**src/rtl/gmpv_ram.sv**
```systemverilog
// Generic single-write, single-read RAM with registered read data.
module gmpv_ram #(
   parameter int unsigned WIDTH = 64,
   parameter int unsigned DEPTH = 16
) (
   input  logic                     clock,
   input  logic                     we,
   input  logic [$clog2(DEPTH)-1:0] waddr,
   input  logic [WIDTH-1:0]         wdata,
   input  logic [$clog2(DEPTH)-1:0] raddr,
   output logic [WIDTH-1:0]         rdata
);

   logic [WIDTH-1:0] mem_ff [DEPTH];
   logic [WIDTH-1:0] rdata_ff;

   always_ff @(posedge clock) begin
      if (we) begin
         mem_ff[waddr] <= wdata;
      end
      rdata_ff <= mem_ff[raddr];
   end

   assign rdata = rdata_ff;

endmodule

```
**config.mk**
```make
export PLATFORM = sky130hd
export DESIGN_NAME = gmpv_ram
export DESIGN_NICKNAME = d
export VERILOG_FILES = /design/src/rtl/gmpv_ram.sv
export SDC_FILE = /design/constraint.sdc
export NUM_CORES = 1
export LEC_CHECK = 0
export ABC_AREA = 1
export BUFFER_PORTS_ARGS = -buffer_cell sky130_fd_sc_hd__buf_2
export CORE_MARGIN = 1
export CORE_UTILIZATION = 58
export CTS_BUF_LIST = sky130_fd_sc_hd__clkbuf_8
export DETAILED_ROUTE_END_ITERATION = 6
export GPL_TIMING_DRIVEN = 0
export MAX_ROUTING_LAYER = met4
export PLACE_DENSITY = 0.78
export REMOVE_ABC_BUFFERS = 1
export SYNTH_ARGS = -nofsm -noshare
export SYNTH_HDL_FRONTEND = slang
export SYNTH_SLANG_ARGS = --single-unit
```
**constraint.sdc**
```tcl
create_clock -name clock -period 3.35 [get_ports clock]
set_input_delay 0 -clock clock [delete_from_list [all_inputs] [get_ports clock]]
set_output_delay 0 -clock clock [all_outputs]
set_load 0.03 [all_outputs]
```
==> impl_metrics.ini, run 1 <==
[pwr]
power.internal_uw = 21500
clkPwrFrac_pct = 37.9
swShare_pct = 23.3
powerDensity_nw_per_um2 = 538
p_comb_share_pct = 7.3
peakVddDrop_v = 0.000321
p_seq_share_pct = 54.8
power.switching_uw = 6500
p_leak_uw = 0.0224

[yosys]
synth_cell_types = 15
netlist_area_um2 = 45300
synth_cells = 4210
ys_seq_elements = 1088
yosysSeqAreaShare_pct = 70.7
avgSynthCellArea_um2 = 10.8
yosysWarnings = 0

[global_routing]
grt_max_degree = 197
grt_pass1_wl_mm = 163
first_global_vias = 29500
grt_overflow = 0
antenna_found_initial = 7
grt_util_all_layers_pct = 28.3

[clocking]
cts_setup_buffers = 0
clk_path_buf_depth = 3
clock_latency_ns = 0.82
cts_buffers = 163
cts_num_sinks = 1088
cts_root_buf = clkbuf_8
htreeDepth = 4
cts_tree = done
path_clk_slew_ns = 0.06

[setup_path]
cpMaxStageDelayCell = dlygate4sd3_1
cp_top_family = buffers and inverters
worst_setup_path_end_kind = flop
criticalPathCategory = primary input to flop
cp_slowest_stage_delay_ns = 0.73
startpoint_type = primary input
r2r_slack_ns = 0.20
cp.required_ns = 4.11
path_cells = dlygate4sd3_1, buf_8, buf_16, dlygate4sd3_1, buf_16, nand2_1, dlygate4sd3_1, nand3_1, dlygate4sd3_1, nand3_1, dlygate4sd3_1, nand2_1
worstPathMaxFanout = 56
critPathBufInv = 8
crit_top_cell = dlygate4sd3_1
critPathArrivalTime_ns = 4.03

[final_layout]
final_util_pct = 67.1
drive_gt1_share_pct = 9.62
final_common_cell = nand2_1
area_delta_synth_final_pct = 14.7
final_cell_area_um2 = 51900
mostFrequentLayoutCells = nand2_1, edfxtp_1, inv_1
nets = 4541

[placement]
gpl.final_weighted_congestion = 0.727
port_buffers = 137
dpl-instance-area_um2 = 47500
dp_hpwl_mm = 55.5

[die]
row_count = 102
core_area_um2 = 77300
die_h_um = 281
dieArea_um2 = 79200
start_util_pct = 58.6
die_width_um = 281
io_pins = 138

[sta]
clock.fmax_mhz = 306
tightest_slew_ns = 0.912
max_slew_margin_pct = 39.1
rsz0062_at_grt = no
final.period_utilization_pct = 97.5
period_needed_ns = 3.27
drv_slew = 0
setup_viol = 0
clock_skew_ns = 0.0279
hold_slack_ns = 0.0414
hold_viol = 0

[routing]
avgViaCountPerCell = 5.36
drt_iter0_drc = 3890
antenna_left = 0
drc = 1
wl_per_cell_um = 18.9
vias = 30300
routed_wl_mm = 107
first_pass_iters = 7

[run_status]
violations = DRC
status = finished, violations left

[flow_run]
maxCapViolations = 0

[hold_path]
min_path_type = primary input to flop
worst reg2reg max path, stage by stage (launching register included):
cell	delay, ns
edfxtp_1	0.36
inv_1	0.06
nand2_1	0.04
dlygate4sd3_1	0.56
nand3_1	0.09
nand3_1	0.08
dlygate4sd3_1	0.61
nand3_1	0.10
dlygate4sd3_1	0.56
nand2_1	0.05
dlygate4sd3_1	0.53
registers in the layout, summed over array words and instances, names as in the netlist:
name / cells
mem_ff: 1024
rdata: 64
synthesized netlist by cell type, drive strengths merged:
cell type | n | area share (%)
nand2 | 1349 | 11
edfxtp | 1024 | 68
inv | 774 | 6.4
nand3 | 769 | 8.5
buf | 190 | 2.8
dfxtp | 64 | 2.8
clkbuf | 21 | 0.17
nor2 | 17 | 0.14
nand3b | 2 | 0.033
final cells by class:
type                    instances  area [um2]
diodes                          6        15.0
clock buffers                 179        2460
clock inverters               124         769
fillers                      5246       25400
inverters                     774        2950
multi-input cells            2137        9110
flip-flops and latches       1088       32000
well taps                    1040        1300
repair buffers                303        3290
cell families (layout without fill, tap and decap cells):
group         count (synthesis)  after routing  share of synthesized area (%)
buf+inv                     985           1380                           9.42
flops                      1088           1088                           70.7
other cells                   0              6                              0
simple gates               2137           2137                           19.9
through the flow:
| stage | power, uW | instances | TNS [ns] | setup slack, ns |
|---|---|---|---|---|
| global route | 28800 | 5651 | 0 | 0.000744 |
| global placement | 17500 | 5176 | -4664.34 | -13.21 |
| CTS | 28000 | 5644 | 0 | 0.102 |
| detailed placement | 17500 | 5238 | 0 | 0.290 |
| finish | 28000 | 5651 | 0 | 0.0847 |
| floorplan | 16600 | 3999 | -14.81 | -0.0289 |
layer usage:
layer  part of all wire (%)  track usage [%]  vias up
li1                       -                -    14100
met1                     39             36.5    14200
met2                     48             44.7     1622
met3                    9.8             5.00      310
met4                    3.1             11.4        0
met5                      0                -        -
path summary, 6_finish.rpt:
check,cells past startpoint,start,end
max reg2reg,10,mem_ff[13][16]$_DFFE_PP_,rdata[16]$_DFF_P_
min,7,raddr[0],rdata[48]$_DFF_P_
max,12,raddr[1],rdata[5]$_DFF_P_
min reg2reg,6,mem_ff[11][21]$_DFFE_PP_,rdata[21]$_DFF_P_
power by group through the flow:
stage | clock network (uW) | logic, uW | registers, uW
5_1_grt | 11300 | 2210 | 15300
2_1_floorplan | 0 | 802 | 15800
6_report | 10600 | 2030 | 15300
4_1_cts | 10700 | 2010 | 15300
3_5_place_dp | 0 | 1850 | 15600
3_3_place_gp | 0 | 1880 | 15600
timing repair:
item,4_1_cts,5_1_grt
gates resized for setup,0,3
hold buffers,103,0
endpoints found under the setup margin,0,4
hold endpoints to repair,1120,0
Note: power is estimated with default switching activity, not from simulation.
==> inputs of run 2 (changes only) <==
--- a/config.mk
+++ b/config.mk
@@ -8,12 +8,12 @@
 export ABC_AREA = 1
 export BUFFER_PORTS_ARGS = -buffer_cell sky130_fd_sc_hd__buf_2
 export CORE_MARGIN = 1
-export CORE_UTILIZATION = 58
+export CORE_UTILIZATION = 55
 export CTS_BUF_LIST = sky130_fd_sc_hd__clkbuf_8
 export DETAILED_ROUTE_END_ITERATION = 6
 export GPL_TIMING_DRIVEN = 0
 export MAX_ROUTING_LAYER = met4
-export PLACE_DENSITY = 0.78
+export PLACE_DENSITY = 0.75
 export REMOVE_ABC_BUFFERS = 1
 export SYNTH_ARGS = -nofsm -noshare
 export SYNTH_HDL_FRONTEND = slang
==> run 2 against run 1 <==
  * The flow now finishes without violations
  * Clock power about the same
  * Critical path depth unchanged
  * Sequential share of layout area increased by 0.51 points
  * Setup slack improved by 0.078 ns
  * Cell count fell by 0.25%
  * Core utilization fell by 3.5 points
  * Combinational power fell by 3%
  * Maximum frequency up 2.5%
  * Critical path type unchanged
  * Largest cell class unchanged
==> impl_metrics.ini, run 2 (same netlist as run 1, synthesis figures left out) <==
[sta]
rsz0062_at_grt = no
max_slew_margin_pct = 28.7
clock_skew_ns = 0.0234
period_needed_ns = 3.19
drv_slew = 0
final.period_utilization_pct = 95.1
setup_viol = 0
hold_slack_ns = 0.0782
tightest_slew_ns = 1.07
hold_viol = 0
clock.fmax_mhz = 314

[final_layout]
fill_cells = 5996
area_delta_synth_final_pct = 13.7
final_cell_area_um2 = 51500
final_common_cell = nand2_1
seq_area_um2 = 32000
drive_gt1_share_pct = 9.51
final_util_pct = 63.6
multi_input_area_um2 = 9110
nets = 4512
instances_no_fill = 5637
top_register = mem_ff
mostFrequentLayoutCells = nand2_1, edfxtp_1, inv_1
largest_reg_flops = 1024

[placement]
port_buffers = 137
gpl.final_weighted_congestion = 0.715
dp_hpwl_mm = 57.0
placed_cells = 5259
dpl-instance-area_um2 = 47600

[setup_path]
criticalPathCategory = primary input to flop
cp_slowest_stage_delay_ns = 0.75
worstPathMaxFanout = 252
startpoint_type = primary input
cpMaxStageDelayCell = buf_16
path_cells = dlygate4sd3_1, buf_12, buf_16, inv_16, buf_16, nand2_1, nand3_1, nand3_1, nand3_1, dlygate4sd3_1, nand2_1, dlygate4sd3_1
critPathBufInv = 7
critPathArrivalTime_ns = 3.85
cp.required_ns = 4.02
worst_setup_path_end_kind = flop
cp_top_family = buffers and inverters

[pwr]
peakVddDrop_v = 0.000314
powerDensity_nw_per_um2 = 535
p_leak_uw = 0.0222

[global_routing]
grt_max_degree = 253
grt_pass1_wl_mm = 159
antenna_found_initial = 6
grt_overflow = 0
grt_util_all_layers_pct = 26.2
first_global_vias = 28800

[routing]
routed_wl_mm = 105
drt_iter0_drc = 3633
drc = 0
antenna_left = 0
wl_met3_mm = 9.78
vias = 29900
avgViaCountPerCell = 5.30
wl_met1_mm = 42.7
highest_layer = met4
wl_per_cell_um = 18.7
first_pass_iters = 6
wl_met2_mm = 50.3

[clocking]
cts_setup_buffers = 0
clk_path_buf_depth = 3
cts_tree = done
clock_latency_ns = 0.80
cts_buffers = 166
cts_root_buf = clkbuf_8
path_clk_slew_ns = 0.06
htreeDepth = 4
cts_num_sinks = 1088

[die]
dieArea_um2 = 83500
start_util_pct = 56.0
core_area_um2 = 80900
row_count = 104
die_h_um = 289
io_pins = 138
die_width_um = 289

[hold_path]
min_path_type = primary input to flop

[flow_run]
maxCapViolations = 0

[run_status]
status = complete, no violations
-- run 2: cell count changes in the layout (fill, tap and decap cells not counted), moves of 4 or more --
| cell | previous run | this run |
|---|---|---|
| dlygate4sd3_1 | 97 | 71 |
| clkbuf_8 | 179 | 191 |
| buf_12 | 39 | 33 |
| clkinv_2 | 19 | 15 |
| bufinv_16 | 9 | 2 |
-- run 2: repair_timing --
item | CTS | global route
endpoints found under the hold margin | 1072 | 0
gates resized for setup | 0 | 1
setup endpoints to repair | 0 | 1
hold buffers | 71 | 0
-- run 2: metrics by stage --
step | setup TNS [ns] | setup slack, ns | power (uW)
after floorplan | -14.81 | -0.0289 | 16600
after global placement | -4772.79 | -13.62 | 17500
after detailed placement | 0 | 0.864 | 17500
after CTS | 0 | 0.172 | 27700
after global routing | 0 | 0.0612 | 28500
final | 0 | 0.163 | 27600
-- run 2: layer usage --
| layer | GRT usage, % | vias to the layer above |
|---|---|---|
| met3 | 4.02 | 231 |
| met2 | 40.6 | 1456 |
| li1 | - | 14100 |
| met5 | - | - |
| met1 | 35.4 | 14100 |
| met4 | 9.49 | 0 |
-- run 2: layout make-up --
cell class	instances	area share (%)
inverter	774	5.71
clock buffer	191	5.10
multi-input combinational	2137	17.7
clock inverter	111	1.01
tap	1060	2.58
timing repair buffer	271	5.69
sequential	1088	62.2
antenna	5	0.0243
-- run 2: worst min-delay path: cells and delay by family --
family,cells,cell delay [ns]
AND/OR/NAND/NOR,2,0.54
buffers and inverters,1,0.11
-- run 2: path summary, 6_finish.rpt --
check / depth (start not counted) / start / endpoint / slack, ns
max: 12 / raddr[0] / rdata[61]$_DFF_P_ / 0.16
min: 3 / waddr[1] / mem_ff[7][24]$_DFFE_PP_ / 0.08
max reg2reg: 8 / mem_ff[6][61]$_DFFE_PP_ / rdata[61]$_DFF_P_ / 1.33
min reg2reg: 6 / mem_ff[11][6]$_DFFE_PP_ / rdata[6]$_DFF_P_ / 0.64
-- run 2: report_power, final --
| part | leakage, uW | internal [uW] | switching, uW | total, uW |
|---|---|---|---|---|
| Combinational | 0.0106 | 576 | 1390 | 1960 |
| Clock | 0.00185 | 5350 | 4940 | 10300 |
| Sequential | 0.00979 | 15200 | 97.3 | 15300 |
