===== config.mk =====
export PLATFORM = sky130hd
export DESIGN_NAME = gmpv_engine
export DESIGN_NICKNAME = d
export VERILOG_FILES = /design/src/rtl/gmpv_pkg.sv /design/src/rtl/gmpv_engine.sv
export SDC_FILE = /design/constraint.sdc
export NUM_CORES = 1
export LEC_CHECK = 0
export BUFFER_PORTS_ARGS = -buffer_cell sky130_fd_sc_hd__buf_2
export CAP_MARGIN = 25
export CORE_ASPECT_RATIO = 0.9
export CORE_MARGIN = 5
export CORE_UTILIZATION = 35
export DETAILED_ROUTE_END_ITERATION = 16
export GPL_ROUTABILITY_DRIVEN = 0
export SYNTH_ARGS = -nofsm -noshare
export SYNTH_HDL_FRONTEND = slang
export SYNTH_SLANG_ARGS = --single-unit

===== constraint.sdc =====
create_clock -name clock -period 8.9 [get_ports clock]
set_input_delay 0.89 -clock clock [delete_from_list [all_inputs] [get_ports clock]]
set_output_delay 0.89 -clock clock [all_outputs]
set_load 0.01 [all_outputs]

===== src/rtl/gmpv_pkg.sv =====
// Shared constants, codes, types and helpers of the GF(2) product verifier.
package gmpv_pkg;

   localparam int unsigned MAX_DIM_DEFAULT = 256;

   localparam int unsigned DATA_W   = 64;
   localparam int unsigned ACTION_W = 3;
   localparam int unsigned ROW_W    = 8;
   localparam int unsigned WIDX_W   = 2;
   localparam int unsigned DIM_W    = 9;

   localparam logic [DIM_W-1:0] DIM_RESET = 9'd256;

   // last bit lane of a 64-bit word
   localparam logic [5:0] LANE_LAST = 6'd63;

   typedef enum logic [ACTION_W-1:0] {
      ACT_LOAD_A = 3'd0,
      ACT_LOAD_B = 3'd1,
      ACT_LOAD_C = 3'd2,
      ACT_LOAD_P = 3'd3,
      ACT_CHECK  = 3'd4
   } action_type;

   // region of the matrix memory
   typedef enum logic [1:0] {
      MAT_A = 2'd0,
      MAT_B = 2'd1,
      MAT_C = 2'd2
   } matrix_type;

   // region of the vector memory
   typedef enum logic {
      VEC_PROBE = 1'b0,
      VEC_INTER = 1'b1
   } vector_type;

   typedef struct packed {
      logic done;
      logic match;
      logic zero_probe;
   } result_type;

   // columns of word w that lie below size n
   function automatic logic [DATA_W-1:0] word_mask(input logic [31:0] w, input logic [31:0] n);
      logic [31:0]       hi;
      logic [DATA_W-1:0] m;
      hi = n >> 6;
      if (w < hi) begin
         m = '1;
      end else if (w == hi) begin
         m = (DATA_W'(1) << n[5:0]) - DATA_W'(1);
      end else begin
         m = '0;
      end
      return m;
   endfunction

endpackage


===== src/rtl/gmpv_engine.sv =====
// Check sequencer: probe scan, t = B.r pass, combined A.t / C.r pass.
module gmpv_engine
   import gmpv_pkg::*;
#(
   parameter int unsigned MAX_DIM = MAX_DIM_DEFAULT
) (
   input  logic clock,
   input  logic reset,
   input  logic start_i,
   input  logic [DIM_W-1:0] dim_i,
   input  logic [((((MAX_DIM + 63) / 64) > 1) ? (1 << $clog2((MAX_DIM + 63) / 64)) : 2)-1:0]
                probe_vld_i,
   output logic [2 + $clog2(MAX_DIM)
                 + ((((MAX_DIM + 63) / 64) > 1) ? $clog2((MAX_DIM + 63) / 64) : 1)-1:0]
                m_raddr_o,
   input  logic [DATA_W-1:0] m_rdata_i,
   output logic [((((MAX_DIM + 63) / 64) > 1) ? $clog2((MAX_DIM + 63) / 64) : 1):0]
                v_raddr_o,
   input  logic [DATA_W-1:0] v_rdata_i,
   output logic v_we_o,
   output logic [((((MAX_DIM + 63) / 64) > 1) ? $clog2((MAX_DIM + 63) / 64) : 1):0]
                v_waddr_o,
   output logic [DATA_W-1:0] v_wdata_o,
   output logic idle_o,
   output result_type res_o
);

   localparam int unsigned WORDS    = (MAX_DIM + 63) / 64;
   localparam int unsigned WB       = (WORDS > 1) ? $clog2(WORDS) : 1;
   localparam int unsigned KB       = WB + 1;
   localparam int unsigned ROW_BITS = $clog2(MAX_DIM);
   localparam int unsigned NB       = $clog2(MAX_DIM + 1);
   localparam logic [KB-1:0] K_LAST_B = KB'(WORDS - 1);
   localparam logic [KB-1:0] K_LAST_A = KB'(2 * WORDS - 1);

   typedef enum logic [6:0] {
      S_IDLE      = 7'b0000001,
      S_SCAN      = 7'b0000010,
      S_SCAN_END  = 7'b0000100,
      S_BPASS     = 7'b0001000,
      S_BPASS_END = 7'b0010000,
      S_APASS     = 7'b0100000,
      S_APASS_END = 7'b1000000
   } state_type;

   state_type state_ff, state_in;
   logic [ROW_BITS-1:0] row_ff, row_in;
   logic [KB-1:0]       k_ff, k_in;
   logic [NB-1:0]       n_ff, n_in;
   logic [ROW_BITS-1:0] nm1_ff, nm1_in;
   // data stage: tags of the words returning from both memories
   logic                d_valid_ff, d_valid_in;
   logic [WB-1:0]       d_word_ff, d_word_in;
   logic                d_probe_ff, d_probe_in;
   logic                d_end_ff, d_end_in;
   logic                d_last_ff, d_last_in;
   logic [ROW_BITS-1:0] d_row_ff, d_row_in;
   logic                par_ff, par_in;
   logic                any_ff, any_in;
   logic                mism_ff, mism_in;
   logic [DATA_W-1:0]   tword_ff, tword_in;

   logic [NB-1:0]     n_sel;
   logic [DATA_W-1:0] vec_raw, vec_val, term, tw_x;
   logic              par_x, any_x, mism_x;
   logic              scan_ph, b_ph, a_ph, row_done, t_wr;
   logic [5:0]        row_lo6;

   always_comb begin
      if (dim_i == '0) begin
         n_sel = NB'(1);
      end else if (32'(dim_i) > MAX_DIM) begin
         n_sel = NB'(MAX_DIM);
      end else begin
         n_sel = NB'(dim_i);
      end
   end

   // data stage
   assign scan_ph = (state_ff == S_SCAN)  || (state_ff == S_SCAN_END);
   assign b_ph    = (state_ff == S_BPASS) || (state_ff == S_BPASS_END);
   assign a_ph    = (state_ff == S_APASS) || (state_ff == S_APASS_END);

   assign vec_raw  = v_rdata_i & word_mask(32'(d_word_ff), 32'(n_ff));
   assign vec_val  = (d_probe_ff && !probe_vld_i[d_word_ff]) ? '0 : vec_raw;
   assign term     = m_rdata_i & vec_val;
   assign par_x    = par_ff ^ (^term);
   assign any_x    = any_ff | (d_valid_ff && scan_ph && (|vec_val));
   assign row_done = d_valid_ff && d_end_ff;
   assign mism_x   = mism_ff | (row_done && a_ph && par_x);
   assign row_lo6  = 6'(d_row_ff);
   assign tw_x     = tword_ff | (DATA_W'(par_x) << row_lo6);
   assign t_wr     = row_done && b_ph && ((row_lo6 == LANE_LAST) || d_last_ff);

   assign v_we_o    = t_wr;
   assign v_waddr_o = {VEC_INTER, WB'(d_row_ff >> 6)};
   assign v_wdata_o = tw_x;
   assign idle_o    = (state_ff == S_IDLE);

   always_comb begin
      state_in   = state_ff;
      row_in     = row_ff;
      k_in       = k_ff;
      n_in       = n_ff;
      nm1_in     = nm1_ff;
      d_valid_in = 1'b0;
      d_word_in  = d_word_ff;
      d_probe_in = d_probe_ff;
      d_end_in   = 1'b0;
      d_last_in  = 1'b0;
      d_row_in   = row_ff;
      any_in     = any_x;
      mism_in    = mism_x;
      par_in     = par_ff;
      tword_in   = tword_ff;
      m_raddr_o  = {MAT_A, row_ff, k_ff[WB-1:0]};
      v_raddr_o  = {VEC_PROBE, k_ff[WB-1:0]};
      res_o      = '0;

      if (d_valid_ff && (b_ph || a_ph)) begin
         par_in = d_end_ff ? 1'b0 : par_x;
      end
      if (t_wr) begin
         tword_in = '0;
      end else if (row_done && b_ph) begin
         tword_in = tw_x;
      end

      unique case (state_ff)
         S_IDLE: begin
            if (start_i) begin
               n_in     = n_sel;
               nm1_in   = ROW_BITS'(n_sel - NB'(1));
               k_in     = '0;
               any_in   = 1'b0;
               state_in = S_SCAN;
            end
         end
         S_SCAN: begin
            d_valid_in = 1'b1;
            d_word_in  = k_ff[WB-1:0];
            d_probe_in = 1'b1;
            if (k_ff == K_LAST_B) begin
               k_in     = '0;
               state_in = S_SCAN_END;
            end else begin
               k_in = k_ff + KB'(1);
            end
         end
         S_SCAN_END: begin
            if (!any_x) begin
               res_o    = '{done: 1'b1, match: 1'b0, zero_probe: 1'b1};
               state_in = S_IDLE;
            end else begin
               row_in   = '0;
               par_in   = 1'b0;
               tword_in = '0;
               state_in = S_BPASS;
            end
         end
         S_BPASS: begin
            m_raddr_o  = {MAT_B, row_ff, k_ff[WB-1:0]};
            v_raddr_o  = {VEC_PROBE, k_ff[WB-1:0]};
            d_valid_in = 1'b1;
            d_word_in  = k_ff[WB-1:0];
            d_probe_in = 1'b1;
            d_end_in   = (k_ff == K_LAST_B);
            d_last_in  = (row_ff == nm1_ff);
            if (k_ff == K_LAST_B) begin
               k_in = '0;
               if (row_ff == nm1_ff) begin
                  state_in = S_BPASS_END;
               end else begin
                  row_in = row_ff + ROW_BITS'(1);
               end
            end else begin
               k_in = k_ff + KB'(1);
            end
         end
         S_BPASS_END: begin
            row_in   = '0;
            mism_in  = 1'b0;
            par_in   = 1'b0;
            state_in = S_APASS;
         end
         S_APASS: begin
            // even steps: A row with t, odd steps: C row with r
            if (k_ff[0]) begin
               m_raddr_o = {MAT_C, row_ff, k_ff[KB-1:1]};
               v_raddr_o = {VEC_PROBE, k_ff[KB-1:1]};
            end else begin
               m_raddr_o = {MAT_A, row_ff, k_ff[KB-1:1]};
               v_raddr_o = {VEC_INTER, k_ff[KB-1:1]};
            end
            d_valid_in = 1'b1;
            d_word_in  = k_ff[KB-1:1];
            d_probe_in = k_ff[0];
            d_end_in   = (k_ff == K_LAST_A);
            d_last_in  = (row_ff == nm1_ff);
            if (k_ff == K_LAST_A) begin
               k_in = '0;
               if (row_ff == nm1_ff) begin
                  state_in = S_APASS_END;
               end else begin
                  row_in = row_ff + ROW_BITS'(1);
               end
            end else begin
               k_in = k_ff + KB'(1);
            end
         end
         S_APASS_END: begin
            res_o    = '{done: 1'b1, match: !mism_x, zero_probe: 1'b0};
            state_in = S_IDLE;
         end
         default: begin
            state_in = S_IDLE;
         end
      endcase
   end

   always_ff @(posedge clock) begin
      if (reset) begin
         state_ff   <= S_IDLE;
         d_valid_ff <= 1'b0;
      end else begin
         state_ff   <= state_in;
         d_valid_ff <= d_valid_in;
      end
      row_ff     <= row_in;
      k_ff       <= k_in;
      n_ff       <= n_in;
      nm1_ff     <= nm1_in;
      d_word_ff  <= d_word_in;
      d_probe_ff <= d_probe_in;
      d_end_ff   <= d_end_in;
      d_last_ff  <= d_last_in;
      d_row_ff   <= d_row_in;
      par_ff     <= par_in;
      any_ff     <= any_in;
      mism_ff    <= mism_in;
      tword_ff   <= tword_in;
   end

   a_inter_wr_in_bpass: assert property (@(posedge clock) disable iff (reset)
      v_we_o |-> (state_ff == S_BPASS || state_ff == S_BPASS_END))
      else $error("t word written outside the B pass");

   a_result_exclusive: assert property (@(posedge clock) disable iff (reset)
      res_o.done |-> !(res_o.match && res_o.zero_probe))
      else $error("match reported with a zero probe");

   a_row_in_range: assert property (@(posedge clock) disable iff (reset)
      (state_ff == S_BPASS || state_ff == S_APASS) |-> (row_ff <= nm1_ff))
      else $error("row counter beyond size");

   a_idle_drained: assert property (@(posedge clock) disable iff (reset)
      (state_ff == S_IDLE) |-> !d_valid_ff)
      else $error("read data in flight while idle");

endmodule

==> impl_metrics.sql <==
INSERT INTO impl_metrics (metric_group, metric, value, unit) VALUES
('critical_path', 'regToRegEndpoint', 'tword_ff[1]', ''),
('placement', 'dp_hpwl', '26780', 'um'),
('routing', 'drc_errors', '0', ''),
('grt', 'vias_in_the_first_global_route', '8807', ''),
('routing', 'wl_per_cell', '21.37', 'um'),
('yosys', 'synth.yosys.warnings', '0', ''),
('cts', 'cts_root_buf', 'sky130_fd_sc_hd__clkbuf_16', ''),
('yosys', 'dominant_combinational_cell_family_by_area_after_synthesis', 'compound AO/OA/AOI/OAI gates', ''),
('layout', 'syn2layout_area_growth', '22.97', '%'),
('yosys', 'asyncSetResetFlopFracSynth', '0', '%'),
('timing', 'relSlewSlack', '31.60', '%'),
('floorplan', 'die_area', '28350', 'um2'),
('cts', 'numCtsBuffers', '17', ''),
('yosys', 'yosysMostFrequentCell', 'sky130_fd_sc_hd__nand2_1', ''),
('floorplan', 'num_io_pins', '231', ''),
('timing', 'maxSlewViolCount', '0', ''),
('timing', 'worst_pin_slew', '1012', 'ps'),
('yosys', 'number_of_enable_type_register_cells_in_the_synthesized_netlist', '31', ''),
('worst_hold_path', 'min_path_type', 'register to register', ''),
('yosys', 'synth-xor-area-share', '8.911', '%'),
('cts', 'clock_path_buffers', '2', ''),
('yosys', 'post_synth_fa_ha_maj_area_fraction', '1.283', '%'),
('timing', 'final-hold-violation-count', '0', ''),
('critical_path', 'timing.setup.critical_path_class', 'register to primary output', ''),
('power_and_ir_drop', 'vdd.ir_drop.worst', '0.1690', 'mV'),
('routing', 'vias', '9416', ''),
('critical_path', 'rr_startpoint', 'n_ff[1]', ''),
('floorplan', 'fp.coreArea', '24910', 'um2'),
('cts', 'ctsHtreeMaxLevel', '4', ''),
('cts', 'clk_latency', '420', 'ps'),
('timing', 'grt_setup_unrepaired', 'false', ''),
('power_and_ir_drop', 'power_per_cell_area', '200.7', 'nW/um2'),
('critical_path', 'worstRegToRegCells', '18', ''),
('routing', 'drt_iter0_markers', '1170', ''),
('critical_path', 'r2r_setup_slack', '2000', 'ps'),
('layout', 'design.final.nets', '1416', ''),
('yosys', 'ys_types', '82', ''),
('timing', 'hold-worst-slack', '462.9', 'ps'),
('timing', 'finClkSkew', '15.70', 'ps'),
('grt', 'global_route_wire_length_before_repair', '52070', 'um'),
('yosys', 'synth_nets', '1225', ''),
('yosys', 'synth_compound_gate_area_share', '30.15', '%'),
('worst_hold_path', 'hold-path-cell-count', '2', ''),
('yosys', 'syn-mean-instance-area', '8.186', 'um2'),
('run_status', 'run_status', 'complete, no violations', ''),
('cts', 'numClockSinks', '116', ''),
('routing', 'number_of_detailed_routing_iterations_run_before_antenna_repair', '5', ''),
('critical_path', 'critPathLaunchType', 'register', ''),
('yosys', 'postSynthRegisterBits', '116', ''),
('yosys', 'synth_commonest_cells', 'sky130_fd_sc_hd__nand2_1 (100), sky130_fd_sc_hd__nor2_1 (90), sky130_fd_sc_hd__dfxtp_1 (85), sky130_fd_sc_hd__a21o_1 (64), sky130_fd_sc_hd__a21oi_1 (56)', ''),
('critical_path', 'critical_path.endpoint_type', 'primary output', ''),
('cts', 'tritoncts_clock_tree', 'yes', ''),
('routing', 'ant_nets', '0', ''),
('power_and_ir_drop', 'p_leak', '4.873', 'nW'),
('worst_hold_path', 'min-delay-start', 'mism_ff', ''),
('timing', 'finalSetupViolations', '0', ''),
('routing', 'post_drt_via_cell_ratio', '5.805', ''),
('floorplan', 'chipHeight', '160.2', 'um'),
('cts', 'postCtsResizedCells', '0', ''),
('yosys', 'synth_top_area_share', '19.39', '%'),
('grt', 'antenna_violations_before_repair', '4', ''),
('critical_path', 'critPathRequiredTime', '8010', 'ps'),
('floorplan', 'floorplan.rows', '55', ''),
('yosys', 'syn-cell-area', '8776', 'um2'),
('cts', 'clkTransAtPathRegs', '60', 'ps'),
('placement', 'io_buffer_count', '229', ''),
('grt', 'largest_net_degree_at_the_start_of_global_routing', '47', ''),
('cts', 'ctsHoldBuffers', '0', ''),
('timing', 'final.setup.worst_slack', '1352', 'ps'),
('timing', 'final_period_minus_worst_setup_slack', '7548', 'ps'),
('floorplan', 'floorplan.die.width', '176.9', 'um');
==> critical path, cell delays in order, from the launching register on <==
cell                        delay [ps]
sky130_fd_sc_hd__edfxtp_1          350
sky130_fd_sc_hd__buf_4             250
sky130_fd_sc_hd__or3_1             570
sky130_fd_sc_hd__nor2_2            240
sky130_fd_sc_hd__nand2_1            80
sky130_fd_sc_hd__ha_1              420
sky130_fd_sc_hd__buf_4             300
sky130_fd_sc_hd__nand4bb_1         110
sky130_fd_sc_hd__mux2i_1            80
sky130_fd_sc_hd__a2111oi_0         770
sky130_fd_sc_hd__o211ai_1          160
sky130_fd_sc_hd__xnor3_1           450
sky130_fd_sc_hd__xor2_1            260
sky130_fd_sc_hd__xnor2_1           230
sky130_fd_sc_hd__xnor3_1           470
sky130_fd_sc_hd__nor2b_1           250
sky130_fd_sc_hd__xnor3_1           460
sky130_fd_sc_hd__nor3b_2           220
sky130_fd_sc_hd__buf_4             260
sky130_fd_sc_hd__a21o_1            160
sky130_fd_sc_hd__buf_2             130
==> cells in the final DEF, fill, tap and decap left out, types with 22 or more instances in the layout <==
cell	n
sky130_fd_sc_hd__dfxtp_1	85
sky130_fd_sc_hd__buf_2	230
sky130_fd_sc_hd__o21ai_0	55
sky130_fd_sc_hd__nor2_1	89
sky130_fd_sc_hd__nor3_1	31
sky130_fd_sc_hd__a21oi_1	56
sky130_fd_sc_hd__o2bb2ai_1	38
sky130_fd_sc_hd__nand3_1	40
sky130_fd_sc_hd__nor2b_1	24
sky130_fd_sc_hd__a21o_1	64
sky130_fd_sc_hd__inv_1	22
sky130_fd_sc_hd__edfxtp_1	31
sky130_fd_sc_hd__xnor2_1	43
sky130_fd_sc_hd__nand2_1	100
==> report_power, final <==
group | internal (W) | total, W | switching, W
Combinational | 0.000346 | 0.000840 | 0.000495
Sequential | 0.000597 | 0.000636 | 0.0000396
Clock | 0.000449 | 0.000689 | 0.000239
==> sequential cells by signal, summed over array words and instances (netlist names) <==
| signal | flops |
|---|---|
| n_ff | 9 |
| d_row_in | 8 |
| any_ff | 1 |
| par_ff | 1 |
| d_row_ff | 8 |
| k_ff | 3 |
| state_ff | 7 |
| mism_ff | 1 |
| d_end_ff | 1 |
| d_word_ff | 2 |
| d_probe_ff | 1 |
| d_last_ff | 1 |
| d_valid_ff | 1 |
| tword_ff | 64 |
| nm1_ff | 8 |
==> per-layer routing <==
| layer | wire length (um) | GRT usage, % | vias up |
|---|---|---|---|
| li1 | - | - | 4382 |
| met1 | 15140 | 32.83 | 4445 |
| met2 | 14850 | 35.00 | 519 |
| met3 | 3461 | 5.728 | 70 |
| met4 | 1219 | 8.896 | 0 |
| met5 | 0 | 0 | - |
==> logic make-up (layout without fill, tap and decap cells) <==
kind of cell               after synthesis  count (layout)
adders and majority gates                9               9
xor gates and xnor gates                72              72
and+or+nand+nor                        398             398
DFF                                    116             116
muxes                                    9               9
AOI/OAI and AO/OA                      365             365
buffers and inverters                  102             306
other                                    1               5
==> final cells by class <==
class / count / area (um2)
fill: 2587 / 14120
timing repair buffer: 252 / 1329
inverter: 22 / 82.58
multi-input combinational: 854 / 5708
tap: 342 / 427.9
clock buffer: 24 / 503.0
antenna: 4 / 10.01
clock inverter: 8 / 98.84
sequential: 116 / 2633
==> worst max path at each step <==
stage	slack, ps	cells past startpoint	startpoint	end
after CTS	1230	20	n_ff[1]	v_wdata_o[24]
after global routing	1060	20	n_ff[1]	v_wdata_o[24]
final	1350	20	n_ff[1]	v_wdata_o[37]
after global placement	1840	20	n_ff[1]	v_wdata_o[37]
after floorplan	3300	20	n_ff[1]	v_wdata_o[22]
after detailed placement	1680	20	n_ff[1]	v_wdata_o[37]
==> through the flow <==
stage                     power, W  utilization [%]  area, um2  instances
after floorplan           0.001227                -       8776       1072
after global placement    0.001468            40.70      10140       1582
after detailed placement  0.001472            40.72      10140       1583
after CTS                 0.002163            43.14      10750       1615
after global routing      0.002268            43.32      10790       1622
final                     0.002165            43.32      10790       1622
Power figures use the tool's default switching activity.
